===== src/touch_gesture_classifier_top_assert.svh =====
// Assertion macros shared by the touch gesture classifier RTL.
// Each macro expands to one labeled concurrent assertion on a clock and an active-low reset.
`ifndef TOUCH_GESTURE_CLASSIFIER_TOP_ASSERT_SVH
`define TOUCH_GESTURE_CLASSIFIER_TOP_ASSERT_SVH

// The consequent must hold in the same cycle as the antecedent.
`define TGC_ASSERT_SAME(label, clk, rstn, ante, cons) \
    label: assert property (@(posedge clk) disable iff (!(rstn)) (ante) |-> (cons)) \
        else $error("touch gesture classifier check failed");

// The consequent must hold in the cycle after the antecedent.
`define TGC_ASSERT_NEXT(label, clk, rstn, ante, cons) \
    label: assert property (@(posedge clk) disable iff (!(rstn)) (ante) |=> (cons)) \
        else $error("touch gesture classifier check failed");

`endif


===== src/tgc_pkg.sv =====
// Package for the touch gesture classifier: widths, codes, state and result types,
// and the saturation and magnitude helpers. No dependencies.
`default_nettype none

package tgc_pkg;

    localparam int COORD_BITS = 12;
    localparam int MOVE_BITS  = 16;

    localparam int DEB_W   = 8;
    localparam int REL_W   = DEB_W + 1;
    localparam int PRESS_W = 16;
    localparam int THR_W   = 15;
    localparam int CFG_W   = 16;
    localparam int CFG_IDX_W = 3;

    localparam int SUM_W = ((MOVE_BITS > COORD_BITS + 1) ? MOVE_BITS : COORD_BITS + 1) + 1;
    localparam int ABS_W = (MOVE_BITS + 1 > THR_W) ? MOVE_BITS + 1 : THR_W;

    localparam logic signed [SUM_W-1:0] MOVE_MAX = SUM_W'((2 ** (MOVE_BITS - 1)) - 1);
    localparam logic signed [SUM_W-1:0] MOVE_MIN = SUM_W'(-(2 ** (MOVE_BITS - 1)));

    localparam logic [CFG_IDX_W-1:0] CFG_RELEASE_DEBOUNCE  = 3'd0;
    localparam logic [CFG_IDX_W-1:0] CFG_PRESS_COUNT_LIMIT = 3'd1;
    localparam logic [CFG_IDX_W-1:0] CFG_TAP_MIN_TICKS     = 3'd2;
    localparam logic [CFG_IDX_W-1:0] CFG_TAP_MAX_TICKS     = 3'd3;
    localparam logic [CFG_IDX_W-1:0] CFG_MOVE_THRESHOLD    = 3'd4;

    localparam logic [DEB_W-1:0]   RELEASE_DEBOUNCE_RST  = 8'd4;
    localparam logic [PRESS_W-1:0] PRESS_COUNT_LIMIT_RST = 16'd1000;
    localparam logic [PRESS_W-1:0] TAP_MIN_TICKS_RST     = 16'd2;
    localparam logic [PRESS_W-1:0] TAP_MAX_TICKS_RST     = 16'd50;
    localparam logic [THR_W-1:0]   MOVE_THRESHOLD_RST    = 15'd20;

    typedef enum logic [1:0] {
        FUNC_TICK  = 2'd0,
        FUNC_READ  = 2'd1,
        FUNC_CLEAR = 2'd2,
        FUNC_PEEK  = 2'd3
    } func_t;

    typedef enum logic [2:0] {
        GEST_OFF  = 3'd0,
        GEST_ON   = 3'd1,
        GEST_LONG = 3'd2,
        GEST_DRAG = 3'd3,
        GEST_TAP  = 3'd4
    } gesture_t;

    typedef struct packed {
        logic [DEB_W-1:0]   release_debounce;
        logic [PRESS_W-1:0] press_count_limit;
        logic [PRESS_W-1:0] tap_min_ticks;
        logic [PRESS_W-1:0] tap_max_ticks;
        logic [THR_W-1:0]   move_threshold;
    } tgc_cfg_t;

    typedef struct packed {
        logic [DEB_W-1:0]            filter_off_count;
        logic [REL_W-1:0]            release_count;
        logic [PRESS_W-1:0]          press_count;
        logic                        moved_flag;
        logic [COORD_BITS-1:0]       cur_x;
        logic [COORD_BITS-1:0]       cur_y;
        logic [COORD_BITS-1:0]       last_x;
        logic [COORD_BITS-1:0]       last_y;
        logic signed [MOVE_BITS-1:0] sum_x;
        logic signed [MOVE_BITS-1:0] sum_y;
        gesture_t                    held_gesture;
    } tgc_state_t;

    typedef struct packed {
        gesture_t                    gesture;
        logic                        touch_active;
        logic signed [MOVE_BITS-1:0] move_x;
        logic signed [MOVE_BITS-1:0] move_y;
    } tgc_result_t;

    localparam tgc_cfg_t CFG_RESET = '{
        release_debounce:  RELEASE_DEBOUNCE_RST,
        press_count_limit: PRESS_COUNT_LIMIT_RST,
        tap_min_ticks:     TAP_MIN_TICKS_RST,
        tap_max_ticks:     TAP_MAX_TICKS_RST,
        move_threshold:    MOVE_THRESHOLD_RST
    };

    localparam tgc_state_t STATE_RESET = '{
        filter_off_count: RELEASE_DEBOUNCE_RST,
        release_count:    REL_W'(RELEASE_DEBOUNCE_RST),
        press_count:      '0,
        moved_flag:       1'b0,
        cur_x:            '0,
        cur_y:            '0,
        last_x:           '0,
        last_y:           '0,
        sum_x:            '0,
        sum_y:            '0,
        held_gesture:     GEST_OFF
    };

    // Clamp a widened sum to the signed movement range.
    function automatic logic signed [MOVE_BITS-1:0] sat_move(input logic signed [SUM_W-1:0] v);
        if (v > MOVE_MAX) begin
            return MOVE_MAX[MOVE_BITS-1:0];
        end else if (v < MOVE_MIN) begin
            return MOVE_MIN[MOVE_BITS-1:0];
        end
        return v[MOVE_BITS-1:0];
    endfunction

    // Magnitude of a movement sum, wide enough for the most negative value.
    function automatic logic [ABS_W-1:0] abs_move(input logic signed [MOVE_BITS-1:0] v);
        logic signed [ABS_W:0] e;
        e = (ABS_W + 1)'(v);
        if (e < 0) begin
            e = -e;
        end
        return e[ABS_W-1:0];
    endfunction

endpackage

`default_nettype wire


===== src/tgc_core.sv =====
// Combinational next-state and result logic of the touch gesture classifier for one item.
// Depends on tgc_pkg for widths, codes and the state, configuration and result types.
`default_nettype none

module tgc_core (
    input  var tgc_pkg::tgc_cfg_t      cfg,
    input  var tgc_pkg::tgc_state_t    state,
    input  wire logic [1:0]            func,
    input  wire logic                  touch_present,
    input  wire logic [tgc_pkg::COORD_BITS-1:0] pos_x,
    input  wire logic [tgc_pkg::COORD_BITS-1:0] pos_y,
    output tgc_pkg::tgc_state_t        state_next,
    output tgc_pkg::tgc_result_t       result
);

    logic [tgc_pkg::DEB_W-1:0]   foc_t;
    logic                        on;
    logic [tgc_pkg::COORD_BITS-1:0] cx;
    logic [tgc_pkg::COORD_BITS-1:0] cy;
    logic                        touchdown;
    logic [tgc_pkg::REL_W:0]     rc_inc;
    logic [tgc_pkg::REL_W-1:0]   rc_t;
    logic                        moved_b;
    logic [tgc_pkg::PRESS_W-1:0] press_b;
    logic [tgc_pkg::PRESS_W-1:0] press_t;
    logic signed [tgc_pkg::MOVE_BITS-1:0] sum_bx;
    logic signed [tgc_pkg::MOVE_BITS-1:0] sum_by;
    logic [tgc_pkg::COORD_BITS-1:0] last_bx;
    logic [tgc_pkg::COORD_BITS-1:0] last_by;
    logic                        do_add;
    logic signed [tgc_pkg::COORD_BITS:0] dx;
    logic signed [tgc_pkg::COORD_BITS:0] dy;
    logic signed [tgc_pkg::MOVE_BITS-1:0] sx_t;
    logic signed [tgc_pkg::MOVE_BITS-1:0] sy_t;
    logic                        small_move;
    logic                        is_tap;
    tgc_pkg::gesture_t           gest_t;
    logic [tgc_pkg::REL_W-1:0]   deb_ext;

    assign deb_ext = tgc_pkg::REL_W'(cfg.release_debounce);

    // Release filter: the absent-sample count saturates at the debounce setting.
    always_comb begin
        if (touch_present) begin
            foc_t = '0;
        end else if (state.filter_off_count < cfg.release_debounce) begin
            foc_t = state.filter_off_count + 1'b1;
        end else begin
            foc_t = cfg.release_debounce;
        end
    end

    assign on = touch_present || (foc_t < cfg.release_debounce);
    assign cx = touch_present ? pos_x : state.cur_x;
    assign cy = touch_present ? pos_y : state.cur_y;

    assign touchdown = on && (state.release_count >= deb_ext);
    assign rc_inc    = (tgc_pkg::REL_W + 1)'(state.release_count) + 1'b1;

    always_comb begin
        if (on) begin
            rc_t = '0;
        end else if (rc_inc >= (tgc_pkg::REL_W + 1)'(cfg.release_debounce)) begin
            rc_t = deb_ext + 1'b1;
        end else begin
            rc_t = rc_inc[tgc_pkg::REL_W-1:0];
        end
    end

    assign moved_b = touchdown ? 1'b0 : state.moved_flag;
    assign press_b = touchdown ? '0 : state.press_count;
    assign sum_bx  = touchdown ? '0 : state.sum_x;
    assign sum_by  = touchdown ? '0 : state.sum_y;
    assign last_bx = touchdown ? '0 : state.last_x;
    assign last_by = touchdown ? '0 : state.last_y;

    always_comb begin
        if (on && (press_b < cfg.press_count_limit)) begin
            press_t = press_b + 1'b1;
        end else begin
            press_t = press_b;
        end
    end

    // Movement is only added once a previous point with nonzero coordinates exists.
    assign do_add = on && (last_bx != '0) && (last_by != '0);
    assign dx = $signed({1'b0, cx}) - $signed({1'b0, last_bx});
    assign dy = $signed({1'b0, cy}) - $signed({1'b0, last_by});

    assign sx_t = do_add ? tgc_pkg::sat_move(tgc_pkg::SUM_W'(sum_bx) + tgc_pkg::SUM_W'(dx))
                         : sum_bx;
    assign sy_t = do_add ? tgc_pkg::sat_move(tgc_pkg::SUM_W'(sum_by) + tgc_pkg::SUM_W'(dy))
                         : sum_by;

    assign small_move = (tgc_pkg::abs_move(sx_t) < tgc_pkg::ABS_W'(cfg.move_threshold)) &&
                        (tgc_pkg::abs_move(sy_t) < tgc_pkg::ABS_W'(cfg.move_threshold));

    assign is_tap = !on && small_move && !moved_b &&
                    (press_t >= cfg.tap_min_ticks) && (press_t <= cfg.tap_max_ticks) &&
                    (rc_t >= deb_ext);

    always_comb begin
        if (on) begin
            if (small_move && !moved_b) begin
                gest_t = (press_t > cfg.tap_max_ticks) ? tgc_pkg::GEST_LONG : tgc_pkg::GEST_ON;
            end else begin
                gest_t = tgc_pkg::GEST_DRAG;
            end
        end else if (is_tap) begin
            gest_t = tgc_pkg::GEST_TAP;
        end else begin
            gest_t = state.held_gesture;
        end
    end

    always_comb begin
        state_next          = state;
        result.gesture      = state.held_gesture;
        result.touch_active = 1'b0;
        result.move_x       = state.sum_x;
        result.move_y       = state.sum_y;
        case (func)
            tgc_pkg::FUNC_TICK: begin
                state_next.filter_off_count = foc_t;
                state_next.release_count    = rc_t;
                state_next.press_count      = is_tap ? '0 : press_t;
                state_next.moved_flag       = moved_b || !small_move;
                state_next.cur_x            = cx;
                state_next.cur_y            = cy;
                state_next.last_x           = on ? cx : state.last_x;
                state_next.last_y           = on ? cy : state.last_y;
                state_next.sum_x            = sx_t;
                state_next.sum_y            = sy_t;
                state_next.held_gesture     = gest_t;
                result.gesture              = gest_t;
                result.touch_active         = on;
                result.move_x               = sx_t;
                result.move_y               = sy_t;
            end
            tgc_pkg::FUNC_READ: begin
                state_next.held_gesture = tgc_pkg::GEST_OFF;
            end
            tgc_pkg::FUNC_CLEAR: begin
                state_next.sum_x = '0;
                state_next.sum_y = '0;
                result.move_x    = '0;
                result.move_y    = '0;
            end
            default: begin
            end
        endcase
    end

endmodule

`default_nettype wire


===== src/touch_gesture_classifier_top.sv =====
// Touch gesture classifier top level: configuration registers, state and result registers.
// Depends on tgc_pkg, tgc_core and touch_gesture_classifier_top_assert.svh.
//
// Usage: each item on the s_ channel is a sample tick, a read-and-clear of the held
// gesture, a clear of the accumulated movement or a peek, selected by s_func. Every item
// yields exactly one result item on the m_ channel with the gesture, the debounced
// touch state (low for all but a tick) and the saturated x and y movement.
// An accepted item is registered and shown on m_ in the cycle after it is accepted.
// Throughput is one item per cycle while the receiver does not stall, set by the single
// state update between the state registers and the result register.
// When the receiver stalls, the result register holds its item and s_ready stays
// high only if that item is taken in the same cycle.
// Configuration registers are written through cfg_wr_en, cfg_index and cfg_wr_data,
// and take effect for the next item; write them only while idle (not enforced here).
// Reset (aresetn low at a clock edge) restores register defaults, clears the press count
// and movement, sets the held gesture to off and empties the result register.
`default_nettype none

module touch_gesture_classifier_top (
    input  wire logic                                aclk,
    input  wire logic                                aresetn,
    input  wire logic                                cfg_wr_en,
    input  wire logic [tgc_pkg::CFG_IDX_W-1:0]       cfg_index,
    input  wire logic [tgc_pkg::CFG_W-1:0]           cfg_wr_data,
    input  wire logic                                s_valid,
    output logic                                     s_ready,
    input  wire logic [1:0]                          s_func,
    input  wire logic                                s_touch_present,
    input  wire logic [tgc_pkg::COORD_BITS-1:0]      s_pos_x,
    input  wire logic [tgc_pkg::COORD_BITS-1:0]      s_pos_y,
    output logic                                     m_valid,
    input  wire logic                                m_ready,
    output logic [2:0]                               m_gesture,
    output logic                                     m_touch_active,
    output logic signed [tgc_pkg::MOVE_BITS-1:0]     m_move_x,
    output logic signed [tgc_pkg::MOVE_BITS-1:0]     m_move_y
);

    `include "touch_gesture_classifier_top_assert.svh"

    tgc_pkg::tgc_cfg_t    cfg_reg;
    tgc_pkg::tgc_cfg_t    cfg_next;
    tgc_pkg::tgc_state_t  state_reg;
    tgc_pkg::tgc_state_t  state_next;
    tgc_pkg::tgc_result_t result_reg;
    tgc_pkg::tgc_result_t result_next;
    logic                 m_valid_reg;
    logic                 m_valid_next;
    logic                 accept;

    always_comb begin
        cfg_next = cfg_reg;
        if (cfg_wr_en) begin
            case (cfg_index)
                tgc_pkg::CFG_RELEASE_DEBOUNCE: begin
                    cfg_next.release_debounce = cfg_wr_data[tgc_pkg::DEB_W-1:0];
                end
                tgc_pkg::CFG_PRESS_COUNT_LIMIT: begin
                    cfg_next.press_count_limit = cfg_wr_data[tgc_pkg::PRESS_W-1:0];
                end
                tgc_pkg::CFG_TAP_MIN_TICKS: begin
                    cfg_next.tap_min_ticks = cfg_wr_data[tgc_pkg::PRESS_W-1:0];
                end
                tgc_pkg::CFG_TAP_MAX_TICKS: begin
                    cfg_next.tap_max_ticks = cfg_wr_data[tgc_pkg::PRESS_W-1:0];
                end
                tgc_pkg::CFG_MOVE_THRESHOLD: begin
                    cfg_next.move_threshold = cfg_wr_data[tgc_pkg::THR_W-1:0];
                end
                default: begin
                end
            endcase
        end
    end

    tgc_core u_core (
        .cfg           (cfg_reg),
        .state         (state_reg),
        .func          (s_func),
        .touch_present (s_touch_present),
        .pos_x         (s_pos_x),
        .pos_y         (s_pos_y),
        .state_next    (state_next),
        .result        (result_next)
    );

    assign s_ready      = !m_valid_reg || m_ready;
    assign accept       = s_valid && s_ready;
    assign m_valid_next = accept || (m_valid_reg && !m_ready);

    always_ff @(posedge aclk) begin
        if (!aresetn) begin
            cfg_reg     <= tgc_pkg::CFG_RESET;
            state_reg   <= tgc_pkg::STATE_RESET;
            m_valid_reg <= 1'b0;
        end else begin
            cfg_reg     <= cfg_next;
            m_valid_reg <= m_valid_next;
            if (accept) begin
                state_reg <= state_next;
            end
        end
    end

    always_ff @(posedge aclk) begin
        if (accept) begin
            result_reg <= result_next;
        end
    end

    assign m_valid        = m_valid_reg;
    assign m_gesture      = result_reg.gesture;
    assign m_touch_active = result_reg.touch_active;
    assign m_move_x       = result_reg.move_x;
    assign m_move_y       = result_reg.move_y;

    `TGC_ASSERT_NEXT(a_read_clears_gesture, aclk, aresetn,
        accept && (s_func == tgc_pkg::FUNC_READ), state_reg.held_gesture == tgc_pkg::GEST_OFF)
    `TGC_ASSERT_NEXT(a_present_zeroes_release, aclk, aresetn,
        accept && (s_func == tgc_pkg::FUNC_TICK) && s_touch_present,
        (state_reg.release_count == '0) && m_touch_active)
    `TGC_ASSERT_SAME(a_active_gesture, aclk, aresetn, m_valid && m_touch_active,
        (m_gesture == tgc_pkg::GEST_ON) || (m_gesture == tgc_pkg::GEST_LONG) ||
        (m_gesture == tgc_pkg::GEST_DRAG))

endmodule

`default_nettype wire

===== config.mk =====
export PLATFORM = sky130hd
export DESIGN_NAME = touch_gesture_classifier_top
export DESIGN_NICKNAME = d
export VERILOG_FILES = /design/src/tgc_pkg.sv /design/src/tgc_core.sv /design/src/touch_gesture_classifier_top.sv
export VERILOG_INCLUDE_DIRS = /design/src /design/src/src
export SDC_FILE = /design/constraint.sdc
export NUM_CORES = 1
export LEC_CHECK = 0
export BUFFER_PORTS_ARGS = -buffer_cell sky130_fd_sc_hd__buf_4
export CORE_AREA = 5 5 176 178
export CTS_BUF_LIST = sky130_fd_sc_hd__clkbuf_4
export CTS_CLUSTER_DIAMETER = 80
export DETAILED_ROUTE_END_ITERATION = 10
export DIE_AREA = 0 0 181 183
export GPL_ROUTABILITY_DRIVEN = 0
export PLACE_DENSITY = 0.83
export SLEW_MARGIN = 15
export SYNTH_ARGS = -nofsm -noshare
export SYNTH_HDL_FRONTEND = slang
export SYNTH_HIERARCHICAL = 1
export SYNTH_SLANG_ARGS = --single-unit

===== constraint.sdc =====
create_clock -name aclk -period 34.3 [get_ports aclk]
set_input_delay 3.43 -clock aclk [delete_from_list [all_inputs] [get_ports aclk]]
set_output_delay 3.43 -clock aclk [all_outputs]
set_load 0.02 [all_outputs]

==> flow_metrics.py <==
metrics = {
    "run_status": {
        "status": "complete, no violations",
    },
    "setup_path": {
        "crit_type": "input pin to flip-flop",
        "worstSetupEndpointType": "flip-flop",
        "start_kind": "input pin",
        "path_max_fanout": 51,
        "critPathArrivalTime_ps": 15440,
        "rrSetupSlack_ps": 20340,
        "crit_slowest_cell": "nor3_4",
        "slowest_delay_ps": 840,
        "cp.required_ps": 34870,
    },
    "synth": {
        "synthArstFlopShare_pct": 0,
        "syn-num-nets": 2598,
        "synth_cell_types": 95,
        "ys_warn_count": 6,
        "yosys.area.top_type": "dfxtp_1",
        "synth_edf_count": 36,
        "synth-seq-area-share_pct": 26.4,
        "syn_area_mm2": 0.0184,
        "synth_most_common_cell": "nand2_1",
        "ys_top_cells_by_area": "dfxtp_1, ha_1, nand2_1",
        "synth-seq-cells": 225,
        "syn_avg_cell_area_um2": 7.79,
        "synth_top_cells_by_count": "nand2_1, o21ai_0, dfxtp_1",
        "syn_inst": 2367,
        "ys.flop_type": "dfxtp_1",
        "yosysTopAreaCellShare_pct": 20.5,
    },
    "cts": {
        "post_cts.repair.setup_buffers": 0,
        "tritoncts": "yes",
        "cts_hold_buf": 0,
        "cts_buffers": 59,
        "clk_pin_slew_ps": 60,
        "clkLatencyLatePin_ps": 740,
        "ctsResizeCount": 0,
        "clockRootBuffer": "clkbuf_4",
        "cts_buffer_depth": 3,
        "htreeDepth": 2,
        "clock-sinks": 225,
    },
    "floorplanning": {
        "pin_count": 89,
        "row_count": 63,
        "initial_core_util_pct": 63.0,
        "core_area_mm2": 0.0292,
        "dieArea_mm2": 0.0331,
        "dieWidth_um": 181,
        "die_h_um": 183,
    },
    "drt": {
        "highest_layer": "met4",
        "dr.pass1.iters": 7,
        "met3_length_um": 3480,
        "drt_iter0_drc": 1490,
        "drc": 0,
        "antenna_left": 0,
        "wl_per_cell_um": 17.3,
        "wl_met1_um": 20100,
        "drt-total-wl_um": 48800,
        "wl_met2_um": 23100,
        "vias": 17200,
        "via_per_inst": 6.12,
    },
    "grt": {
        "grt-ovfl-total": 0,
        "grt_pass1_wl_um": 79300,
        "grt_max_degree": 121,
        "grt_usage_pct": 28.2,
        "grt_pass1_vias": 16400,
        "antenna_found_initial": 1,
    },
    "power": {
        "powerDensity_mw_per_mm2": 36.3,
        "ir_drop_mv": 0.0302,
        "power.static_leakage_uw": 0.00874,
        "total_power_uw": 715,
    },
    "timing": {
        "hold_viol_final": 0,
        "max_slew_margin_pct": 24.5,
        "tightest_slew_ps": 1130,
        "rsz0062_at_grt": "false",
        "min_period_ps": 14870,
        "max_freq_mhz": 67.2,
        "skew_ps": 65.4,
        "finalCritPeriodShare_pct": 43.4,
        "fin_setup_tns_ps": 0,
        "drv_slew": 0,
        "finalSetupViolCount": 0,
    },
    "final_layout": {
        "finalNetCount": 2605,
        "largest_reg_flops": 117,
        "syn2layout_area_growth_pct": 6.86,
        "fillerInstances": 2432,
        "drive_above_1_share_pct": 10.3,
    },
    "run": {
        "cap_violations": 0,
    },
    "worst_hold_path": {
        "hold_path.class": "flip-flop to flip-flop",
    },
    "placed_design": {
        "hpwl_um": 35900,
        "portBuffers": 88,
    },
}
[placed cells by master, fill, tap and decap left out, types with 52 or more instances in the layout]
master / Yosys / routed
inv_1: 156 / 156
xnor2_1: 52 / 52
buf_4: 32 / 101
nand2_1: 483 / 483
o21ai_0: 193 / 193
a21oi_1: 76 / 76
ha_1: 176 / 176
nand3_1: 103 / 103
nor2_1: 94 / 93
mux2i_1: 154 / 154
dfxtp_1: 189 / 189
clkbuf_4: 0 / 87
[final timing paths]
path / start / end / cells past startpoint
worst max-delay path: s_touch_present / state_reg[0]$_SDFFE_PN0P_ / 48
worst min-delay path: state_reg[80]$_SDFFE_PN0P_ / state_reg[80]$_SDFFE_PN0P_ / 2
worst max register to register: cfg_reg[65]$_SDFFE_PN1P_ / state_reg[0]$_SDFFE_PN0P_ / 53
worst min register to register: state_reg[80]$_SDFFE_PN0P_ / state_reg[80]$_SDFFE_PN0P_ / 2
[critical path: cells and delay by family]
kind / cells / cell delay [ps]
and+or+nand+nor: 9 / 2650
xor gates and xnor gates: 2 / 820
buffers and inverters: 2 / 990
adders and majority gates: 6 / 1700
muxes: 1 / 80
AOI/OAI and AO/OA: 28 / 5720
[kinds of logic (layout without fill, tap and decap cells)]
kind of cell	Yosys count	in the layout	share of synthesized area [%]
other	0	1	0
XOR/XNOR	88	88	4.18
flip-flops	225	225	26.4
multiplexers	155	155	8.42
AND/OR/NAND/NOR	868	868	21.6
adder cells (fa/ha/maj)	183	183	12.5
AO/OA/AOI/OAI	535	535	19.3
buffers and inverters	313	370	7.56
[power by group]
part | total, uW | switching (uW) | internal [uW] | leakage, uW
clock | 240 | 116 | 124 | 0.000467
combinational | 195 | 128 | 66.9 | 0.00638
sequential | 280 | 5.09 | 275 | 0.00189
[layout make-up]
| class | count | area (um2) | share of cell area [%] |
|---|---|---|---|
| Multi-Input combinational cell | 1829 | 12200 | 61.9 |
| Tap cell | 390 | 488 | 2.48 |
| Sequential cell | 225 | 4860 | 24.7 |
| Timing Repair Buffer | 103 | 788 | 4.00 |
| Inverter | 156 | 586 | 2.97 |
| Clock inverter | 24 | 128 | 0.648 |
| Clock buffer | 87 | 653 | 3.32 |
| Antenna cell | 1 | 2.50 | 0.0127 |
[stage by stage]
| stage | setup slack [ps] | instances | cell area [um2] | utilization [%] | hold WS, ps |
|---|---|---|---|---|---|
| after floorplan | 20550 | 2367 | 18400 | - | 439 |
| after global placement | 19560 | 2702 | 18900 | 64.6 | 455 |
| after detailed placement | 19130 | 2702 | 18900 | 64.6 | 461 |
| after CTS | 19840 | 2813 | 19700 | 67.3 | 475 |
| after global routing | 18530 | 2815 | 19700 | 67.3 | 493 |
| final | 19430 | 2815 | 19700 | 67.3 | 474 |
[per-layer routing]
metal / GRT usage [%] / up-vias
met1: 34.9 / 8072
met2: 49.0 / 674
met3: 4.50 / 177
met4: 12.3 / 0
li1: - / 8300
met5: 0 / -
Power figures use the tool's default switching activity.
